### src/sv/prac_pkg.sv
package prac_pkg;

  localparam int GUARD_BITS   = 4;
  localparam int ANGLE_W      = 32;
  localparam int ATAN_ENTRIES = 24;
  localparam int INDEX_W      = 10;
  localparam int CFG_ADDR_W   = 4;
  localparam int CFG_DATA_W   = 32;
  localparam int CFG_ANGLE_W  = 16;
  // low part width of the split gain multiply
  localparam int MUL_LO_W     = 16;
  // 0.607252935 in Q24
  localparam logic signed [24:0] GAIN_Q24 = 25'sd10188014;
  localparam int GAIN_SHIFT   = GUARD_BITS + 24;

  typedef enum logic [1:0] {
    REG_CENTER_X     = 2'd0,
    REG_CENTER_Y     = 2'd1,
    REG_ROTATE_ANGLE = 2'd2
  } prac_reg_t;

  typedef logic signed [ANGLE_W-1:0] prac_angle_t;

  // travels beside the data through every stage
  typedef struct packed {
    logic               valid;
    logic [INDEX_W-1:0] index;
  } prac_ctl_t;

  // atan(2^-i), 2^32 per full turn
  function automatic prac_angle_t atan_entry(input int unsigned stage);
    prac_angle_t a;
    unique case (stage)
      0:       a = 32'sh20000000;
      1:       a = 32'sh12E4051E;
      2:       a = 32'sh09FB385B;
      3:       a = 32'sh051111D4;
      4:       a = 32'sh028B0D43;
      5:       a = 32'sh0145D7E1;
      6:       a = 32'sh00A2F61E;
      7:       a = 32'sh00517C55;
      8:       a = 32'sh0028BE53;
      9:       a = 32'sh00145F2F;
      10:      a = 32'sh000A2F98;
      11:      a = 32'sh000517CC;
      12:      a = 32'sh00028BE6;
      13:      a = 32'sh000145F3;
      14:      a = 32'sh0000A2FA;
      15:      a = 32'sh0000517D;
      16:      a = 32'sh000028BE;
      17:      a = 32'sh0000145F;
      18:      a = 32'sh00000A30;
      19:      a = 32'sh00000518;
      20:      a = 32'sh0000028C;
      21:      a = 32'sh00000146;
      22:      a = 32'sh000000A3;
      23:      a = 32'sh00000051;
      default: a = '0;
    endcase
    return a;
  endfunction

endpackage

### src/sv/prac_gain.sv
module prac_gain #(
  parameter int CW = 24,
  parameter int XW = 32
) (
  input  logic                 clk,
  input  logic                 rst_n,
  input  logic                 en,
  input  prac_pkg::prac_ctl_t  ctl_i,
  input  logic signed [XW-1:0] x_i,
  input  logic signed [XW-1:0] y_i,
  input  logic signed [CW-1:0] cx,
  input  logic signed [CW-1:0] cy,
  output prac_pkg::prac_ctl_t  ctl_o,
  output logic [CW-1:0]        rx_o,
  output logic [CW-1:0]        ry_o,
  output logic                 sat_o
);

  localparam int LW  = prac_pkg::MUL_LO_W;
  localparam int HW  = XW - LW;
  localparam int PLW = LW + 26;
  localparam int PHW = HW + 25;
  localparam int SW  = XW + 26;
  localparam int OW  = SW - prac_pkg::GAIN_SHIFT;
  localparam int RW  = OW + 1;
  localparam logic signed [SW-1:0] RND = SW'(1) <<< (prac_pkg::GAIN_SHIFT - 1);
  localparam logic signed [RW-1:0] HI  = RW'((64'sd1 <<< (CW - 1)) - 64'sd1);
  localparam logic signed [RW-1:0] LO  = -HI - RW'(1);

  // partial products
  prac_pkg::prac_ctl_t    ctl1_r, ctl2_r, ctl3_r;
  logic signed [PLW-1:0]  xlo_r, xlo_nxt, ylo_r, ylo_nxt;
  logic signed [PHW-1:0]  xhi_r, xhi_nxt, yhi_r, yhi_nxt;
  // rounded offsets
  logic signed [SW-1:0]   xsum, ysum;
  logic signed [OW-1:0]   ox_r, ox_nxt, oy_r, oy_nxt;
  // center added and clamped
  logic signed [RW-1:0]   rx, ry;
  logic [CW-1:0]          rx_r, rx_nxt, ry_r, ry_nxt;
  logic                   sat_r, sat_nxt;
  logic                   sx_hi, sx_lo, sy_hi, sy_lo;

  always_comb begin
    xlo_nxt = $signed({1'b0, x_i[LW-1:0]}) * prac_pkg::GAIN_Q24;
    ylo_nxt = $signed({1'b0, y_i[LW-1:0]}) * prac_pkg::GAIN_Q24;
    xhi_nxt = $signed(x_i[XW-1:LW]) * prac_pkg::GAIN_Q24;
    yhi_nxt = $signed(y_i[XW-1:LW]) * prac_pkg::GAIN_Q24;
  end

  always_comb begin
    xsum   = (SW'(xhi_r) <<< LW) + SW'(xlo_r) + RND;
    ysum   = (SW'(yhi_r) <<< LW) + SW'(ylo_r) + RND;
    ox_nxt = $signed(xsum[SW-1:prac_pkg::GAIN_SHIFT]);
    oy_nxt = $signed(ysum[SW-1:prac_pkg::GAIN_SHIFT]);
  end

  always_comb begin
    rx      = RW'(cx) + RW'(ox_r);
    ry      = RW'(cy) + RW'(oy_r);
    sx_hi   = rx > HI;
    sx_lo   = rx < LO;
    sy_hi   = ry > HI;
    sy_lo   = ry < LO;
    rx_nxt  = sx_hi ? HI[CW-1:0] : (sx_lo ? LO[CW-1:0] : rx[CW-1:0]);
    ry_nxt  = sy_hi ? HI[CW-1:0] : (sy_lo ? LO[CW-1:0] : ry[CW-1:0]);
    sat_nxt = sx_hi | sx_lo | sy_hi | sy_lo;
  end

  always_ff @(posedge clk) begin
    if (!rst_n) begin
      ctl1_r <= '0;
      ctl2_r <= '0;
      ctl3_r <= '0;
    end else if (en) begin
      ctl1_r <= ctl_i;
      ctl2_r <= ctl1_r;
      ctl3_r <= ctl2_r;
    end
  end

  always_ff @(posedge clk) begin
    if (en) begin
      xlo_r <= xlo_nxt;
      ylo_r <= ylo_nxt;
      xhi_r <= xhi_nxt;
      yhi_r <= yhi_nxt;
      ox_r  <= ox_nxt;
      oy_r  <= oy_nxt;
      rx_r  <= rx_nxt;
      ry_r  <= ry_nxt;
      sat_r <= sat_nxt;
    end
  end

  assign ctl_o = ctl3_r;
  assign rx_o  = rx_r;
  assign ry_o  = ry_r;
  assign sat_o = sat_r;

endmodule

### config.mk
export PLATFORM = sky130hd
export DESIGN_NAME = prac_gain
export DESIGN_NICKNAME = d
export VERILOG_FILES = /design/src/sv/prac_pkg.sv /design/src/sv/prac_gain.sv
export SDC_FILE = /design/constraint.sdc
export NUM_CORES = 2
export LEC_CHECK = 0
export BUFFER_PORTS_ARGS = -buffer_cell sky130_fd_sc_hd__buf_2
export CORE_UTILIZATION = 30
export CTS_CLUSTER_DIAMETER = 150
export CTS_CLUSTER_SIZE = 30
export DETAILED_ROUTE_END_ITERATION = 10
export PLACE_DENSITY = 0.57
export SETUP_SLACK_MARGIN = 0.1
export SYNTH_ARGS = -nofsm -noshare
export SYNTH_HDL_FRONTEND = slang
export SYNTH_SLANG_ARGS = --single-unit
### constraint.sdc
create_clock -name clk -period 7 [get_ports clk]
set_input_delay 1.4 -clock clk [delete_from_list [all_inputs] [get_ports clk]]
set_output_delay 1.4 -clock clk [all_outputs]
set_load 0.005 [all_outputs]
== Word-level counts from Yosys, hierarchy flattened ==
Cells that the tools add are included.

* Input port bits: 126
* Register bits after elaboration: 300
* Output and inout bits: 60

* Order comparisons: 4
* Multiply operators: 4
* Add/sub/neg operators: 6
* Muxes and demuxes: 2
* Bitwise logic cells: 3

{| class="wikitable"
|+ Operators by type and width
! cell !! count
|-
| $add 57x41->58 || 2
|-
| $add 58x29->58 const B || 2
|-
| $mul 16x24->40 const B || 2
|-
| $mul 16x23->39 const B || 2
|-
| $add 24x30->31 || 2
|-
| $gt 31x24->1 const B || 2
|-
| $lt 31x24->1 const B || 2
|-
| $mux 24 || 2
|-
| $or 1x1->1 || 3
|}

== Depth between registers and ports, before layout ==
* Word-level depth: 5
* Mapped depth: 24
* Mapped depth without buffers: 24

== Worst setup path after synthesis ==
OpenSTA, ideal clock, no wires.

* Path kind: in2reg
* Start: in x_i[13]
* End: reg xlo_r[37] (data pin)
* Stages: 18
* Path slack: -0.221 ns
* Data arrival time: 6.954 ns
* Buffers on the path: 0
* Path through: fa_1 -> fa_1 -> inv_1 -> fa_1 -> fa_1 -> fa_1 -> inv_1 -> fa_1 -> ha_1 -> nand4_1 -> a211oi_1 -> a211oi_2 -> o21ai_1 -> a221o_1 -> a211o_1 -> o41ai_2 -> mux2i_1 -> nand4_1

* Word-level cells in the longest chain between the ends: 1

{| class="wikitable"
|+ Ends and longest elaborated chain
! element !! line !! text
|-
| from (decl) || prac_gain.sv:9 || <nowiki>input logic signed [XW-1:0] x_i,</nowiki>
|-
| $mul 16x23->39 || prac_gain.sv:44 || <nowiki>xlo_nxt = $signed({1'b0, x_i[LW-1:0]}) * prac_pkg::GAIN_Q24;</nowiki>
|-
| named net xlo_nxt[37] || prac_gain.sv:32 || <nowiki>logic signed [PLW-1:0] xlo_r, xlo_nxt, ylo_r, ylo_nxt;</nowiki>
|-
| to (signal assigned) || prac_gain.sv:83 || <nowiki>xlo_r <= xlo_nxt;</nowiki>
|-
| to (decl) || prac_gain.sv:32 ||
|}

The timed path passes the listed nets, and every way through them passes these cells.
A chain may end at the register's enable or synchronous reset.

== Worst setup path in the final report ==
* Start: in x_i[4]
* End: reg xlo_r[36] (data pin)

Same word-level chain as after synthesis.

==> summary.txt <==
CTS
  – CTS tree: done
  – Clock-pin slew on the worst setup and hold paths: ~120 ps
  – Clk buf depth: 3
  – CTS Hold Bufs: 0
  – Root buffer cell: clkbuf_16
  – Total clock sinks: 268
  – H-Tree Depth: 1
  – Total CTS buffers: 14
  – Worst skew pair latency: around 550 ps

Timing
  – RSZ-0062 raised after global routing: no
  – Worst Max-Slew Pin Slew: 902 ps
  – Hold Vio Cnt, Final: 0
  – TNS Setup: 0 ps
  – Worst rel slew slack: between 30% and 40%
  – Clock skew: about 40 ps
  – Final setup vio count: 0
  – Minimum clock period: just under 7000 ps
  – Hold WS: between 500 and 600 ps
  – Tcrit/Tclk final: between 90% and 100%
  – Fin. max-slew vios: 0
  – Max Fclk: ~0.15 GHz

Synthesis
  – Post-synth ARST share: 0%
  – Synthesized cell area: 41000 µm²
  – Warnings, synthesis: 0
  – Synth area leaders: fa_1, ha_1, edfxtp_1
  – Gate count after technology mapping: slightly below 4000
  – Synth Register Bits: approximately 270
  – Leading area contributor after synthesis: fa_1
  – Post-synth EDFFs: between 200 and 250
  – Synth Flop Type: edfxtp_1
  – Synth unique cells: 87
  – Top-area cell type share of the netlist area: about 29%
  – Seq/Total Area, Yosys: roughly a fifth
  – Synth Net Count: ~5300
  – Synth Area per Inst: 10.5 µm²

Detailed routing
  – Drt first-iter violations: just over 1000
  – DRC: 0
  – Via count: about 28000
  – Post-Route WL: between 100 and 150 mm
  – DR WL/cell: approximately 16 µm
  – Drt first pass iters: 5
  – Post-detailed-route via-to-cell ratio: around 4.4
  – Post-route ant nets: 0

Global routing
  – Global Route Usage Sum: roughly 15%
  – Antenna violations before repair: 13
  – GRT overflow: 0
  – Vias in the first global route: just under 30000
  – First-pass GRT wire length: approximately 160 mm
  – Largest net degree at the start of global routing: 135

Place
  – Placer Congestion: 0.918
  – Placed Area: approximately 47000 µm²
  – Final HPWL DP: 90.1 mm
  – Buffers on Ports: roughly 190

Finish
  – Multi-input logic area: between 20000 and 30000 µm²
  – Nets: between 5000 and 6000
  – Storage cell area: ~7700 µm²
  – Filler cell count in the final layout: around 14000
  – Most frequent cells in the layout: inv_1, ha_1, fa_1, buf_4, edfxtp_1
  – Share of layout cells above drive strength 1: between 10% and 20%
  – Layout area overhead: 17.4%
  – Most common cell after layout, fill and taps aside: inv_1
  – Final Cell Area: between 40000 and 50000 µm²
  – Util after Layout: between 30% and 40%

Worst setup path
  – Critical Path RT: about 7300 ps
  – Slowest cell delay on critical path: about 570 ps
  – Reg2reg path depth: 13
  – Worst setup SP type: input port
  – CP Max Fanout: 5
  – CP Cell Sequence: buf_2 > fa_2 > inv_2 > fa_2 > inv_1 > fa_1 > ha_1 > inv_1 > fa_1 > inv_1 > fa_1 > ha_1 > a211oi_2 > o211ai_1 > a211oi_2 > buf_4 > o21ai_2 > a221o_1 > a211o_1 > o41ai_4 > buf_4 > o21ba_2 > xnor2_1
  – Crit path capture type: flip-flop
  – Critical Path AT: 7050 ps
  – WS Path Type: input port to flip-flop
  – CP max-delay cell: fa_2

Die
  – Top Ports: ~190
  – Starting Density: between 30% and 40%
  – Row count: about 140
  – Die Area: ~140000 µm²
  – Core Area: 135000 µm²
  – Die X: ~370 µm
  – Die Ht: around 370 µm

Worst hold path
  – Hold crit path type: flip-flop to flip-flop
  – Worst hold stages: 2

Job
  – Max cap viols: 0

Run status
  – Status: finished, final reports clean
-- routing by layer --
metal / wire length, µm / vias to the layer above / track usage [%]
met1: 46200 / 13300 / 19.5
met3: 2780 / 88 / 1.43
li1: - / 13900 / -
met5: 40 / - / 0
met4: 1680 / 8 / 2.33
met2: 49900 / 322 / 26.6
-- worst max-delay path: cells and delay by family --
kind | cells | cell delay [ps]
fa+ha+maj | 7 | 3130
xor+xnor | 1 | 50
compound gates | 8 | 1740
buf+inv | 7 | 710
-- final cells by class --
cell class	instances	area share (%)
timing repair buffer	628	8.91
clock inverter	5	0.169
clock buffer	17	0.796
sequential	268	16.0
multi-input combinational	2576	61.4
inverter	1029	8.03
tap	1781	4.63
antenna	2	0.0104
-- through the flow --
step / std cells / setup slack [ps]
5_1_grt: 6305 / 53.1
3_5_place_dp: 6278 / -501
2_1_floorplan: 3891 / 41.9
6_report: 6306 / 264
3_3_place_gp: 6278 / -392
4_1_cts: 6300 / 111
-- final timing paths --
| kind | from | to | slack [ps] |
|---|---|---|---|
| setup / recovery | x_i[4] | xlo_r[36]$_DFFE_PP_ | 260 |
| hold / removal | ctl_o[4]$_SDFFE_PN0P_ | ctl_o[4]$_SDFFE_PN0P_ | 530 |
| setup reg to reg | oy_r[0]$_DFFE_PP_ | ry_o[16]$_SDFFCE_PP1P_ | 2590 |
| hold reg to reg | ctl_o[4]$_SDFFE_PN0P_ | ctl_o[4]$_SDFFE_PN0P_ | 530 |
-- cells by family (layout without fill, tap and decap cells) --
kind of cell / Yosys count / in the layout / synth area share, %
muxes: 35 / 35 / 0.855
xor gates and xnor gates: 198 / 198 / 4.23
DFF: 268 / 268 / 18.8
other: 0 / 2 / 0
adders and majority gates: 1323 / 1323 / 51.1
AOI/OAI and AO/OA: 564 / 564 / 9.61
buffers and inverters: 1047 / 1679 / 9.68
and+or+nand+nor: 456 / 456 / 5.70
-- cell usage after synthesis, types with 4 or more instances --
cell      instances
edfxtp_1        235
a221oi_1          9
xor2_1           65
mux2i_1          35
o22ai_1           4
a21oi_1         136
a41o_1            4
o211ai_1         14
or3_1            13
nand3_1          33
and2_1           11
a311oi_1          4
fa_1            585
xnor2_1         133
and4_1            5
nor4_1            5
a31oi_1          22
and3_1           35
a21o_1          139
nand2_1          74
nand2b_1         17
o21bai_1         22
a211oi_1         15
a31o_2            6
a221o_1           5
dfxtp_1          33
o21ai_0          65
a21o_2            7
nor3_1           34
inv_1          1029
clkbuf_1         10
nor2b_1          59
or2_2            18
nor2_1          115
a211o_1           9
o21a_1           34
ha_1            738
nand4_1          25
o21ai_1           8
o31ai_1           5
a21boi_0          6
-- state kept, by name, indices dropped and copies added (netlist names) --
signal	cells
xhi_r	40
yhi_r	40
ox_r	30
oy_r	30
rx_o	24
ry_o	24
xlo_r	23
ylo_r	23
ctl1_r	11
ctl2_r	11
ctl_o	11
sat_o	1
-- repair_timing --
item | CTS | global route
endpoints found under the setup margin | 0 | 23
gates resized for setup | 0 | 25
setup buffers | 0 | 4
Power is not shown: default switching activity piles up to over one toggle a cycle in this logic, so the estimate is an artifact.
