===== src/sv/prac_pkg.sv =====
package prac_pkg;

  localparam int GUARD_BITS   = 4;
  localparam int ANGLE_W      = 32;
  localparam int ATAN_ENTRIES = 24;
  localparam int INDEX_W      = 10;
  localparam int CFG_ADDR_W   = 4;
  localparam int CFG_DATA_W   = 32;
  localparam int CFG_ANGLE_W  = 16;
  // low part width of the split gain multiply
  localparam int MUL_LO_W     = 16;
  // 0.607252935 in Q24
  localparam logic signed [24:0] GAIN_Q24 = 25'sd10188014;
  localparam int GAIN_SHIFT   = GUARD_BITS + 24;

  typedef enum logic [1:0] {
    REG_CENTER_X     = 2'd0,
    REG_CENTER_Y     = 2'd1,
    REG_ROTATE_ANGLE = 2'd2
  } prac_reg_t;

  typedef logic signed [ANGLE_W-1:0] prac_angle_t;

  // travels beside the data through every stage
  typedef struct packed {
    logic               valid;
    logic [INDEX_W-1:0] index;
  } prac_ctl_t;

  // atan(2^-i), 2^32 per full turn
  function automatic prac_angle_t atan_entry(input int unsigned stage);
    prac_angle_t a;
    unique case (stage)
      0:       a = 32'sh20000000;
      1:       a = 32'sh12E4051E;
      2:       a = 32'sh09FB385B;
      3:       a = 32'sh051111D4;
      4:       a = 32'sh028B0D43;
      5:       a = 32'sh0145D7E1;
      6:       a = 32'sh00A2F61E;
      7:       a = 32'sh00517C55;
      8:       a = 32'sh0028BE53;
      9:       a = 32'sh00145F2F;
      10:      a = 32'sh000A2F98;
      11:      a = 32'sh000517CC;
      12:      a = 32'sh00028BE6;
      13:      a = 32'sh000145F3;
      14:      a = 32'sh0000A2FA;
      15:      a = 32'sh0000517D;
      16:      a = 32'sh000028BE;
      17:      a = 32'sh0000145F;
      18:      a = 32'sh00000A30;
      19:      a = 32'sh00000518;
      20:      a = 32'sh0000028C;
      21:      a = 32'sh00000146;
      22:      a = 32'sh000000A3;
      23:      a = 32'sh00000051;
      default: a = '0;
    endcase
    return a;
  endfunction

endpackage


===== src/sv/prac_cell.sv =====
module prac_cell #(
  parameter int XW    = 32,
  parameter int STAGE = 0
) (
  input  logic                       clk,
  input  logic                       rst_n,
  input  logic                       en,
  input  prac_pkg::prac_ctl_t        ctl_i,
  input  logic signed [XW-1:0]       x_i,
  input  logic signed [XW-1:0]       y_i,
  input  prac_pkg::prac_angle_t      z_i,
  output prac_pkg::prac_ctl_t        ctl_o,
  output logic signed [XW-1:0]       x_o,
  output logic signed [XW-1:0]       y_o,
  output prac_pkg::prac_angle_t      z_o
);

  localparam prac_pkg::prac_angle_t ATAN = prac_pkg::atan_entry(STAGE);

  prac_pkg::prac_ctl_t   ctl_r;
  logic signed [XW-1:0]  x_r, x_nxt;
  logic signed [XW-1:0]  y_r, y_nxt;
  prac_pkg::prac_angle_t z_r, z_nxt;
  logic signed [XW-1:0]  xs, ys;

  always_comb begin
    xs = x_i >>> STAGE;
    ys = y_i >>> STAGE;
    if (!z_i[prac_pkg::ANGLE_W-1]) begin
      x_nxt = x_i - ys;
      y_nxt = y_i + xs;
      z_nxt = z_i - ATAN;
    end else begin
      x_nxt = x_i + ys;
      y_nxt = y_i - xs;
      z_nxt = z_i + ATAN;
    end
  end

  always_ff @(posedge clk) begin
    if (!rst_n) begin
      ctl_r <= '0;
    end else if (en) begin
      ctl_r <= ctl_i;
    end
  end

  always_ff @(posedge clk) begin
    if (en) begin
      x_r <= x_nxt;
      y_r <= y_nxt;
      z_r <= z_nxt;
    end
  end

  assign ctl_o = ctl_r;
  assign x_o   = x_r;
  assign y_o   = y_r;
  assign z_o   = z_r;

endmodule


===== config.mk =====
export PLATFORM = sky130hd
export DESIGN_NAME = prac_cell
export DESIGN_NICKNAME = d
export VERILOG_FILES = /design/src/sv/prac_pkg.sv /design/src/sv/prac_cell.sv
export SDC_FILE = /design/constraint.sdc
export NUM_CORES = 1
export LEC_CHECK = 0
export BUFFER_PORTS_ARGS = -buffer_cell sky130_fd_sc_hd__buf_2
export CORE_MARGIN = 10
export CORE_UTILIZATION = 45
export DETAILED_ROUTE_END_ITERATION = 10
export PLACE_DENSITY = 0.72
export SETUP_SLACK_MARGIN = 0.5
export SLEW_MARGIN = 20
export SYNTH_ARGS = -nofsm -noshare
export SYNTH_HDL_FRONTEND = slang
export SYNTH_SLANG_ARGS = --single-unit

===== constraint.sdc =====
create_clock -name clk -period 2.28 [get_ports clk]
set_input_delay 0 -clock clk [delete_from_list [all_inputs] [get_ports clk]]
set_output_delay 0 -clock clk [all_outputs]
set_load 0.01 [all_outputs]

Word-level counts from Yosys, hierarchy flattened
Cells that the tools add are included.

operators by class
  add/sub/neg operators = 5
  mux-type cells = 3

operators by type and width
  cell                    number
  $mux 32                 3
  $sub 32x32->32          2
  $add 32x31->32 const B  1
  $add 32x32->32          1
  $sub 32x31->32 const B  1

storage, ports and cells
  flip-flop bits (word level) = 107
  output and inout bits = 107

Depth between registers and ports, before layout
Gate-level depths: netlist (run 1).

  depth in word-level cells = 2
  mapped depth = 11
  mapped depth without buffers = 11

Least setup slack after synthesis (run 1)
Ideal clock, no wire load.

  path kind = input-to-reg
  from = in x_i[4]
  to = reg x_r[24], in the netlist x_o[24], data pin
  data arrival time = 2.057 ns
  data required time = 2.021 ns
  slack = -0.036 ns
  cell stages on the path = 11
  buffers on the path = 1
  path through = inv_1 ha_1 buf_4 nor2_4 o21ai_1 a211o_1 a2111oi_4 nor3b_2 o41ai_2 a22oi_1 xnor2_1

on the way
  word-level cells in the longest chain between the ends = 2
  elaborated cells on any way between the ends = 3
  classes of those cells = add/sub (2); mux (1)

ends and longest elaborated chain
  what                                                     RTL line                          source
  start, declared                                          prac_cell.sv:9                    input logic signed [XW-1:0] x_i,
  $sub 32x32->32 / $add 32x32->32 (equally long branches)  prac_cell.sv:30, prac_cell.sv:34
  $mux 32 *                                                prac_cell.sv:29                   if (!z_i[prac_pkg::ANGLE_W-1]) begin
  net x_nxt[24]                                            prac_cell.sv:21                   logic signed [XW-1:0] x_r, x_nxt;
  end signal, assigned                                     prac_cell.sv:50                   x_r <= x_nxt;
  end, declared                                            prac_cell.sv:21

Mark *: on every way through the listed nets, which the timed path passes. The rest lies on a longest branch.
A chain may end at the register's enable or synchronous reset.

Worst setup path in the final report (run 1)
  from = in x_i[11]
  to = reg x_r[26], in the netlist x_o[26], data pin

The elaborated chain is that of the path after synthesis.

==> flow_summary_export.csv, run 1 <==
group,metric,value,unit
global_route,globalRoute.totalOverflow,0,
die,initial_core_util,46.2,%
worst_setup_path,cp-end-kind,"register",
status,run_status,"finished, violations left",
sta,tightest_slew,0.801,ns
clock_network,cts.reportedPaths.clkPinSlew,0.09,ns
layout,antenna_cells,0,
layout,finish.net_count,1745,
clock_network,cts_htree_levels,3,
sta,finalWorstPathRequiredPeriod,2.30,ns
detailed_routing,highest_metal_layer_with_signal_wires,"met5",
worst_setup_path,path_class,"input port to register",
layout,post-route-cell-area,0.0148,mm²
detailed_routing,finalWirelength,38.0,mm
synthesis,async_flop_share,0,%
power,power.density,533,mW/mm²
global_route,grt_first_pass_wirelength,56.8,mm
worst_setup_path,arrival,2.47,ns
clock_network,ctsLongestPathBuffers,2,
clock_network,clock_sink_count,106,
detailed_routing,route.detailed.wl_per_inst,21.1,µm
clock_network,clock-root-buffer,"sky130_fd_sc_hd__clkbuf_16",
die,fp.dieH,162,µm
sta,post-route-worst-setup-slack,-0.0220,ns
power,leakagePower,6.74,nW
layout,fill_cells,1343,
die,die-width,162,µm
sta,maxSlewHeadroom,46.6,%
detailed_routing,route.detailed.drc,0,
synthesis,synthDominantAreaCellType,"sky130_fd_sc_hd__edfxtp_1",
layout,drive_above_1_share,47.9,%
synthesis,synth.avg_cell_area,9.22,µm²
place,placed_cell_area,0.0128,mm²
worst_hold_path,hold_path.class,"input port to register",
global_route,grt_max_degree,57,
layout,synthToLayoutAreaGrowth,62.7,%
power,max-vdd-ir-drop,0.000393,V
die,design.die.area,0.0263,mm²
global_route,grt_usage,27.0,%
synthesis,synth_area,0.00908,mm²
sta,unrepaired_setup_endpoints_after_global_routing,"true",
sta,final.period_utilization,101,%
clock_network,tritoncts,"yes",
synthesis,yosys_most_used_dff,"sky130_fd_sc_hd__edfxtp_1",
detailed_routing,drt_pass1_iterations,7,
global_route,initial_antenna_violation_count,1,
clock_network,tritoncts.num_buffers,9,
worst_setup_path,worstSetupStartpointType,"input port",
place,routabilityCongestion,0.964,
sta,timing.clock.skew,0,ns
detailed_routing,met2RoutedLength,18.1,mm
run,max_cap_viols,0,
sta,timing.final.hold_violations,0,
worst_setup_path,crit_path_max_fanout,3,
detailed_routing,drt.antenna.violating_nets,0,
die,rows,51,
place,placedCellCount,1688,
synthesis,post_synth_inst_count,985,
detailed_routing,m1WireLength,15.2,mm
worst_setup_path,worst_ep_required_time,2.45,ns
detailed_routing,met3WireLength,3.48,mm
layout,final_cells,1800,
clock_network,clkLatencyLatePin,0.37,ns
synthesis,yosys_top_cell_area_share,31.4,%
synthesis,ys_seq_area_share,33.8,%
sta,timing_max_transition_violations_final,0,
global_route,first_global_vias,10100,
power,power.total,7.88,mW
die,boundaryPins,217,
detailed_routing,via_to_cell_ratio,5.62,
status,failing_checks,"negative setup slack",
synthesis,synth.net_count,1200,
synthesis,unique_masters_post_synth,85,
synthesis,synth.yosys.warnings,0,
detailed_routing,first_iter_violations,905,
detailed_routing,detailroute.via_count,10100,
sta,timing.fmax,0.434,GHz
place,port_buffers,216,
sta,setup-violations-final,1,
die,core_region_area,0.0197,mm²
place,dpl.hpwl,27.5,mm
synthesis,synth_area_leaders,"sky130_fd_sc_hd__edfxtp_1 (31%), sky130_fd_sc_hd__ha_1 (14%), sky130_fd_sc_hd__a21oi_1 (5.3%)",
synthesis,ys_ff_latch,106,
synthesis,synth_enable_flop_cells,95,
==> synth_stat cells (4+ instances only) <==
| library cell | number |
|---|---|
| sky130_fd_sc_hd__nor2_1 | 63 |
| sky130_fd_sc_hd__and3_1 | 6 |
| sky130_fd_sc_hd__dfxtp_1 | 11 |
| sky130_fd_sc_hd__mux2i_1 | 31 |
| sky130_fd_sc_hd__and2_1 | 5 |
| sky130_fd_sc_hd__xor2_1 | 8 |
| sky130_fd_sc_hd__o221ai_1 | 4 |
| sky130_fd_sc_hd__o2111ai_1 | 5 |
| sky130_fd_sc_hd__ha_1 | 102 |
| sky130_fd_sc_hd__buf_1 | 4 |
| sky130_fd_sc_hd__a21oi_1 | 96 |
| sky130_fd_sc_hd__nand4_1 | 10 |
| sky130_fd_sc_hd__a211oi_1 | 12 |
| sky130_fd_sc_hd__nor4_1 | 6 |
| sky130_fd_sc_hd__o211ai_1 | 7 |
| sky130_fd_sc_hd__nor2b_1 | 23 |
| sky130_fd_sc_hd__nand2_1 | 41 |
| sky130_fd_sc_hd__nor3_1 | 19 |
| sky130_fd_sc_hd__clkinv_1 | 5 |
| sky130_fd_sc_hd__xnor2_1 | 49 |
| sky130_fd_sc_hd__o21ai_0 | 55 |
| sky130_fd_sc_hd__o21bai_1 | 18 |
| sky130_fd_sc_hd__nand3_1 | 19 |
| sky130_fd_sc_hd__a21o_1 | 21 |
| sky130_fd_sc_hd__or2_2 | 6 |
| sky130_fd_sc_hd__clkbuf_1 | 25 |
| sky130_fd_sc_hd__o21a_1 | 12 |
| sky130_fd_sc_hd__o21ai_1 | 9 |
| sky130_fd_sc_hd__o31ai_1 | 9 |
| sky130_fd_sc_hd__or3_1 | 5 |
| sky130_fd_sc_hd__edfxtp_1 | 95 |
| sky130_fd_sc_hd__inv_1 | 94 |
| sky130_fd_sc_hd__a31oi_1 | 9 |
| sky130_fd_sc_hd__buf_2 | 11 |
| sky130_fd_sc_hd__nand2b_1 | 9 |
==> final cells by class <==
type                            instances  area [µm²]  share of cell area [%]
Multi-Input combinational cell        733        6500                    44.0
Timing Repair Buffer                  578        4140                    28.0
Sequential cell                       106        3070                    20.8
Clock inverter                          7        86.3                   0.584
Inverter                              102         413                    2.79
Clock buffer                            9         225                    1.52
Tap cell                              265         332                    2.24
==> final timing paths <==
kind	start	to	slack [ns]	cells past startpoint
worst min-delay path	z_i[30]	z_o[30]$_DFFE_PP_	0.007	2
worst max register to register	ctl_o[6]$_SDFFE_PN0P_	ctl_o[6]$_SDFFE_PN0P_	1.01	3
worst max-delay path	x_i[11]	x_o[26]$_DFFE_PP_	-0.02	12
worst min register to register	ctl_o[3]$_SDFFE_PN0P_	ctl_o[3]$_SDFFE_PN0P_	1.08	3
==> cell usage in the layout (no fill, tap or decap), types with 8 or more instances in the layout <==
master / count
sky130_fd_sc_hd__buf_6: 32
sky130_fd_sc_hd__o21ai_0: 39
sky130_fd_sc_hd__a21oi_1: 72
sky130_fd_sc_hd__mux2i_1: 28
sky130_fd_sc_hd__o21bai_1: 17
sky130_fd_sc_hd__o21ai_1: 12
sky130_fd_sc_hd__nor2_1: 55
sky130_fd_sc_hd__a21oi_2: 17
sky130_fd_sc_hd__nor2b_1: 17
sky130_fd_sc_hd__inv_2: 11
sky130_fd_sc_hd__nand4_1: 10
sky130_fd_sc_hd__ha_4: 23
sky130_fd_sc_hd__xnor2_1: 46
sky130_fd_sc_hd__edfxtp_1: 95
sky130_fd_sc_hd__buf_2: 203
sky130_fd_sc_hd__buf_4: 284
sky130_fd_sc_hd__o21a_1: 12
sky130_fd_sc_hd__nand3_1: 17
sky130_fd_sc_hd__o21ai_2: 10
sky130_fd_sc_hd__dlygate4sd3_1: 52
sky130_fd_sc_hd__nand2b_1: 8
sky130_fd_sc_hd__nand2_1: 37
sky130_fd_sc_hd__nor3_1: 12
sky130_fd_sc_hd__a21o_1: 21
sky130_fd_sc_hd__inv_1: 77
sky130_fd_sc_hd__ha_1: 72
sky130_fd_sc_hd__clkbuf_16: 9
sky130_fd_sc_hd__dfxtp_1: 11
==> timing repair <==
| item | in CTS | in global routing |
|---|---|---|
| resized for setup | 93 | 91 |
| setup buffers | 21 | 23 |
| endpoints found under the hold margin | 41 | 0 |
| setup endpoints to repair | 46 | 48 |
| hold buffers | 52 | 0 |
| pin swaps | 57 | 76 |
==> cell families (layout without fill, tap and decap cells) <==
kind of cell	after synthesis	in the layout	synth area share [%]
multiplexers	33	33	3.67
XOR/XNOR	57	57	5.50
adder cells (fa/ha/maj)	105	105	14.7
AND/OR/NAND/NOR	227	227	12.7
flip-flops	106	106	33.8
AO/OA/AOI/OAI	311	311	23.2
buffers and inverters	146	696	6.39
==> metrics by stage <==
stage | worst slack [ns] | util (%) | hold WS, ns | setup TNS [ns]
after detailed placement | -0.427 | 65.0 | 0.179 | -8.47
after CTS | 0.132 | 72.1 | 0.00221 | 0
after floorplan | 0.0916 | - | 0.0989 | 0
final | -0.0220 | 75.2 | 0.00698 | -0.0220
after global routing | -0.153 | 75.2 | 0.0178 | -0.192
after global placement | -0.391 | 65.0 | 0.177 | -6.71
==> power by group <==
part           internal (mW)  switching [mW]  leakage [nW]
Sequential              2.45          0.0908          1.02
Clock                  0.879           0.853         0.144
Combinational           1.70            1.90          5.57
Total                   5.03            2.85          6.74
==> registers in the layout (all words and copies together) (netlist names) <==
| register | count |
|---|---|
| x_o | 32 |
| z_o | 32 |
| y_o | 31 |
| ctl_o | 11 |
==> metal layers <==
metal,track usage [%],vias up
met5,0,-
met4,9.06,2
met3,5.49,108
met2,45.8,580
met1,33.5,4779
li1,-,4642
==> critical path: stages <==
cell and delay (ns):
sky130_fd_sc_hd__buf_2 0.11, sky130_fd_sc_hd__buf_4 0.14, sky130_fd_sc_hd__ha_4 0.16, sky130_fd_sc_hd__a21oi_4 0.15, sky130_fd_sc_hd__nand2_1 0.08, sky130_fd_sc_hd__or4_4 0.51
sky130_fd_sc_hd__o211ai_4 0.22, sky130_fd_sc_hd__a211oi_2 0.13, sky130_fd_sc_hd__buf_4 0.20, sky130_fd_sc_hd__o31ai_4 0.29, sky130_fd_sc_hd__nor3_2 0.08, sky130_fd_sc_hd__a2111oi_2 0.39
Note: power is estimated with default switching activity, not from simulation.
==> inputs of run 2 (changes only) <==
CORE_UTILIZATION = 50   (was 45)
PLACE_DENSITY = 0.78   (was 0.72)
==> run 2 against run 1 <==
- via count increased by 7.5%
- die area is 8.8% lower
- clock power hardly changed
- the run still ends with negative setup slack left
- critical path type unchanged
- largest power group unchanged
- highest routed layer is now met4
==> flow_summary_export.csv, run 2 (synthesis gave the netlist of run 1 again) <==
group,metric,value,unit
status,run_status,"finished, violations left",
status,failing_checks,"negative setup slack",
clock_network,tritoncts,"yes",
layout,seqCellArea,0.00307,mm²
detailed_routing,drt_pass1_iterations,6,
worst_setup_path,crit_chain,"buf_8 -> inv_4 -> ha_4 -> buf_12 -> nor2_4 -> o21ai_2 -> a211o_4 -> a2111oi_4 -> buf_4 -> nor3b_4 -> o41ai_2 -> a21oi_1 -> xnor2_1",
detailed_routing,drt.antenna.violating_nets,0,
power,leakagePower,6.86,nW
worst_setup_path,cp-end-kind,"register",
die,initial_core_util,50.7,%
sta,unrepaired_setup_endpoints_after_global_routing,"true",
power,power.density,539,mW/mm²
worst_setup_path,critical_path.top_delay_family,"compound AO/OA/AOI/OAI gates",
sta,finalWorstPathRequiredPeriod,2.30,ns
worst_setup_path,crit_path_max_fanout,5,
die,fp.dieH,155,µm
layout,multiInputGateArea,0.00674,mm²
sta,maxSlewHeadroom,35.9,%
power,p_clk_share,21.4,%
sta,tightest_slew,0.962,ns
worst_setup_path,critPathBufInv,4,
place,port_buffers,216,
clock_network,clock-root-buffer,"sky130_fd_sc_hd__clkbuf_16",
worst_setup_path,cpMaxStageDelayCell,"sky130_fd_sc_hd__a2111oi_4",
die,core_region_area,0.0179,mm²
sta,timing_max_transition_violations_final,0,
run,max_cap_viols,0,
layout,layout_common_cells,"sky130_fd_sc_hd__buf_4 (274), sky130_fd_sc_hd__buf_2 (203), sky130_fd_sc_hd__edfxtp_1 (95)",
clock_network,cts.reportedPaths.clkPinSlew,0.09,ns
sta,final.period_utilization,101,%
worst_setup_path,critPathMaxStageDelay,0.41,ns
clock_network,cts_htree_levels,3,
power,switching_pwr,3.02,mW
detailed_routing,finalWirelength,42.8,mm
power,netSwitchingFraction,37.1,%
worst_setup_path,worst_ep_required_time,2.44,ns
global_route,grt_usage,30.6,%
die,rows,49,
worst_setup_path,path_class,"input port to register",
detailed_routing,first_iter_violations,1251,
power,power_report.internal_total,5.12,mW
power,power.total,8.14,mW
layout,post-route-cell-area,0.0151,mm²
clock_network,clock_sink_count,106,
place,routabilityCongestion,0.995,
worst_setup_path,worstSetupStartpointType,"input port",
layout,drive_above_1_share,49.9,%
global_route,grt_max_degree,63,
sta,timing.clock.skew,0,ns
die,design.die.area,0.0240,mm²
detailed_routing,route.detailed.wl_per_inst,24.2,µm
power,max-vdd-ir-drop,0.000594,V
layout,finish.net_count,1749,
worst_setup_path,arrival,2.46,ns
global_route,initial_antenna_violation_count,1,
layout,fill_cells,928,
die,boundaryPins,217,
place,dpl.hpwl,27.8,mm
power,comb_power_share,47.2,%
die,die-width,155,µm
detailed_routing,via_to_cell_ratio,6.14,
sta,timing.final.hold_violations,0,
sta,setup-violations-final,1,
worst_hold_path,hold_path.class,"input port to register",
sta,timing.fmax,0.434,GHz
global_route,first_global_vias,10500,
detailed_routing,detailroute.via_count,10900,
layout,synthToLayoutAreaGrowth,66.2,%
place,placed_cell_area,0.0127,mm²
global_route,globalRoute.totalOverflow,0,
layout,final_common_cell,"sky130_fd_sc_hd__buf_4",
clock_network,clkLatencyLatePin,0.36,ns
clock_network,ctsLongestPathBuffers,2,
clock_network,tritoncts.num_buffers,9,
sta,post-route-worst-setup-slack,-0.0220,ns
detailed_routing,route.detailed.drc,0,
global_route,grt_first_pass_wirelength,58.9,mm
power,power.sequential.fraction,31.4,%
==> run 2: path summary, 6_finish.rpt <==
path	from	end	slack, ns	cells after the start
hold reg to reg	ctl_o[9]$_SDFFE_PN0P_	ctl_o[9]$_SDFFE_PN0P_	1.06	3
hold / removal	z_i[30]	z_o[30]$_DFFE_PP_	0.06	2
setup reg to reg	ctl_o[5]$_SDFFE_PN0P_	ctl_o[5]$_SDFFE_PN0P_	0.98	3
setup / recovery	x_i[4]	y_o[24]$_DFFE_PP_	-0.02	13
==> run 2: worst register-to-register path: stages (launching register included) <==
cell and delay [ns]:
sky130_fd_sc_hd__dfxtp_1 0.34, sky130_fd_sc_hd__mux2i_1 0.21, sky130_fd_sc_hd__nor2b_1 0.08, sky130_fd_sc_hd__dlygate4sd3_1 0.56
==> run 2: cell type report <==
cell class,instances,area share [%]
diodes,1,0.0166
clock buffers,12,1.85
clock inverters,4,0.249
inverters,102,2.74
multi-input cells,733,44.6
flip-flops and latches,106,20.4
well taps,229,1.90
repair buffers,582,28.3
==> run 2: layer usage <==
layer	vias to the layer above	routed length (µm)	GRT usage, %
li1	4661	-	-
met1	5128	15500	37.5
met2	856	20300	52.8
met3	223	4530	5.91
met4	0	2530	9.54
met5	-	0	0
==> run 2: power by group through the flow <==
| stage | Clock, mW | Combinational, mW | Sequential, mW |
|---|---|---|---|
| after floorplan | 0 | 1.43 | 2.71 |
| after global placement | 0 | 2.97 | 2.57 |
| after detailed placement | 0 | 3.02 | 2.58 |
| after CTS | 1.71 | 3.35 | 2.53 |
| after global routing | 1.80 | 4.01 | 2.57 |
| final | 1.74 | 3.85 | 2.56 |
==> run 2: repair_timing <==
| item | CTS | global route |
|---|---|---|
| endpoints found under the setup margin | 45 | 48 |
| endpoints found under the hold margin | 41 | 0 |
| buffers inserted | 28 | 22 |
| resized for setup | 119 | 126 |
| pin swaps | 75 | 89 |
| hold buffers | 52 | 0 |
==> run 2: through the flow <==
step | util, % | hold slack (ns) | setup WS [ns] | instances | setup TNS [ns]
floorplan | - | 0.0989 | 0.0916 | 985 | 0
global placement | 71.2 | 0.176 | -0.344 | 1650 | -6.07
detailed placement | 71.2 | 0.178 | -0.355 | 1650 | -7.73
CTS | 80.0 | 0.0809 | 0.101 | 1746 | 0
global route | 84.3 | 0.0669 | -0.0675 | 1769 | -0.207
finish | 84.3 | 0.0591 | -0.0220 | 1769 | -0.0220
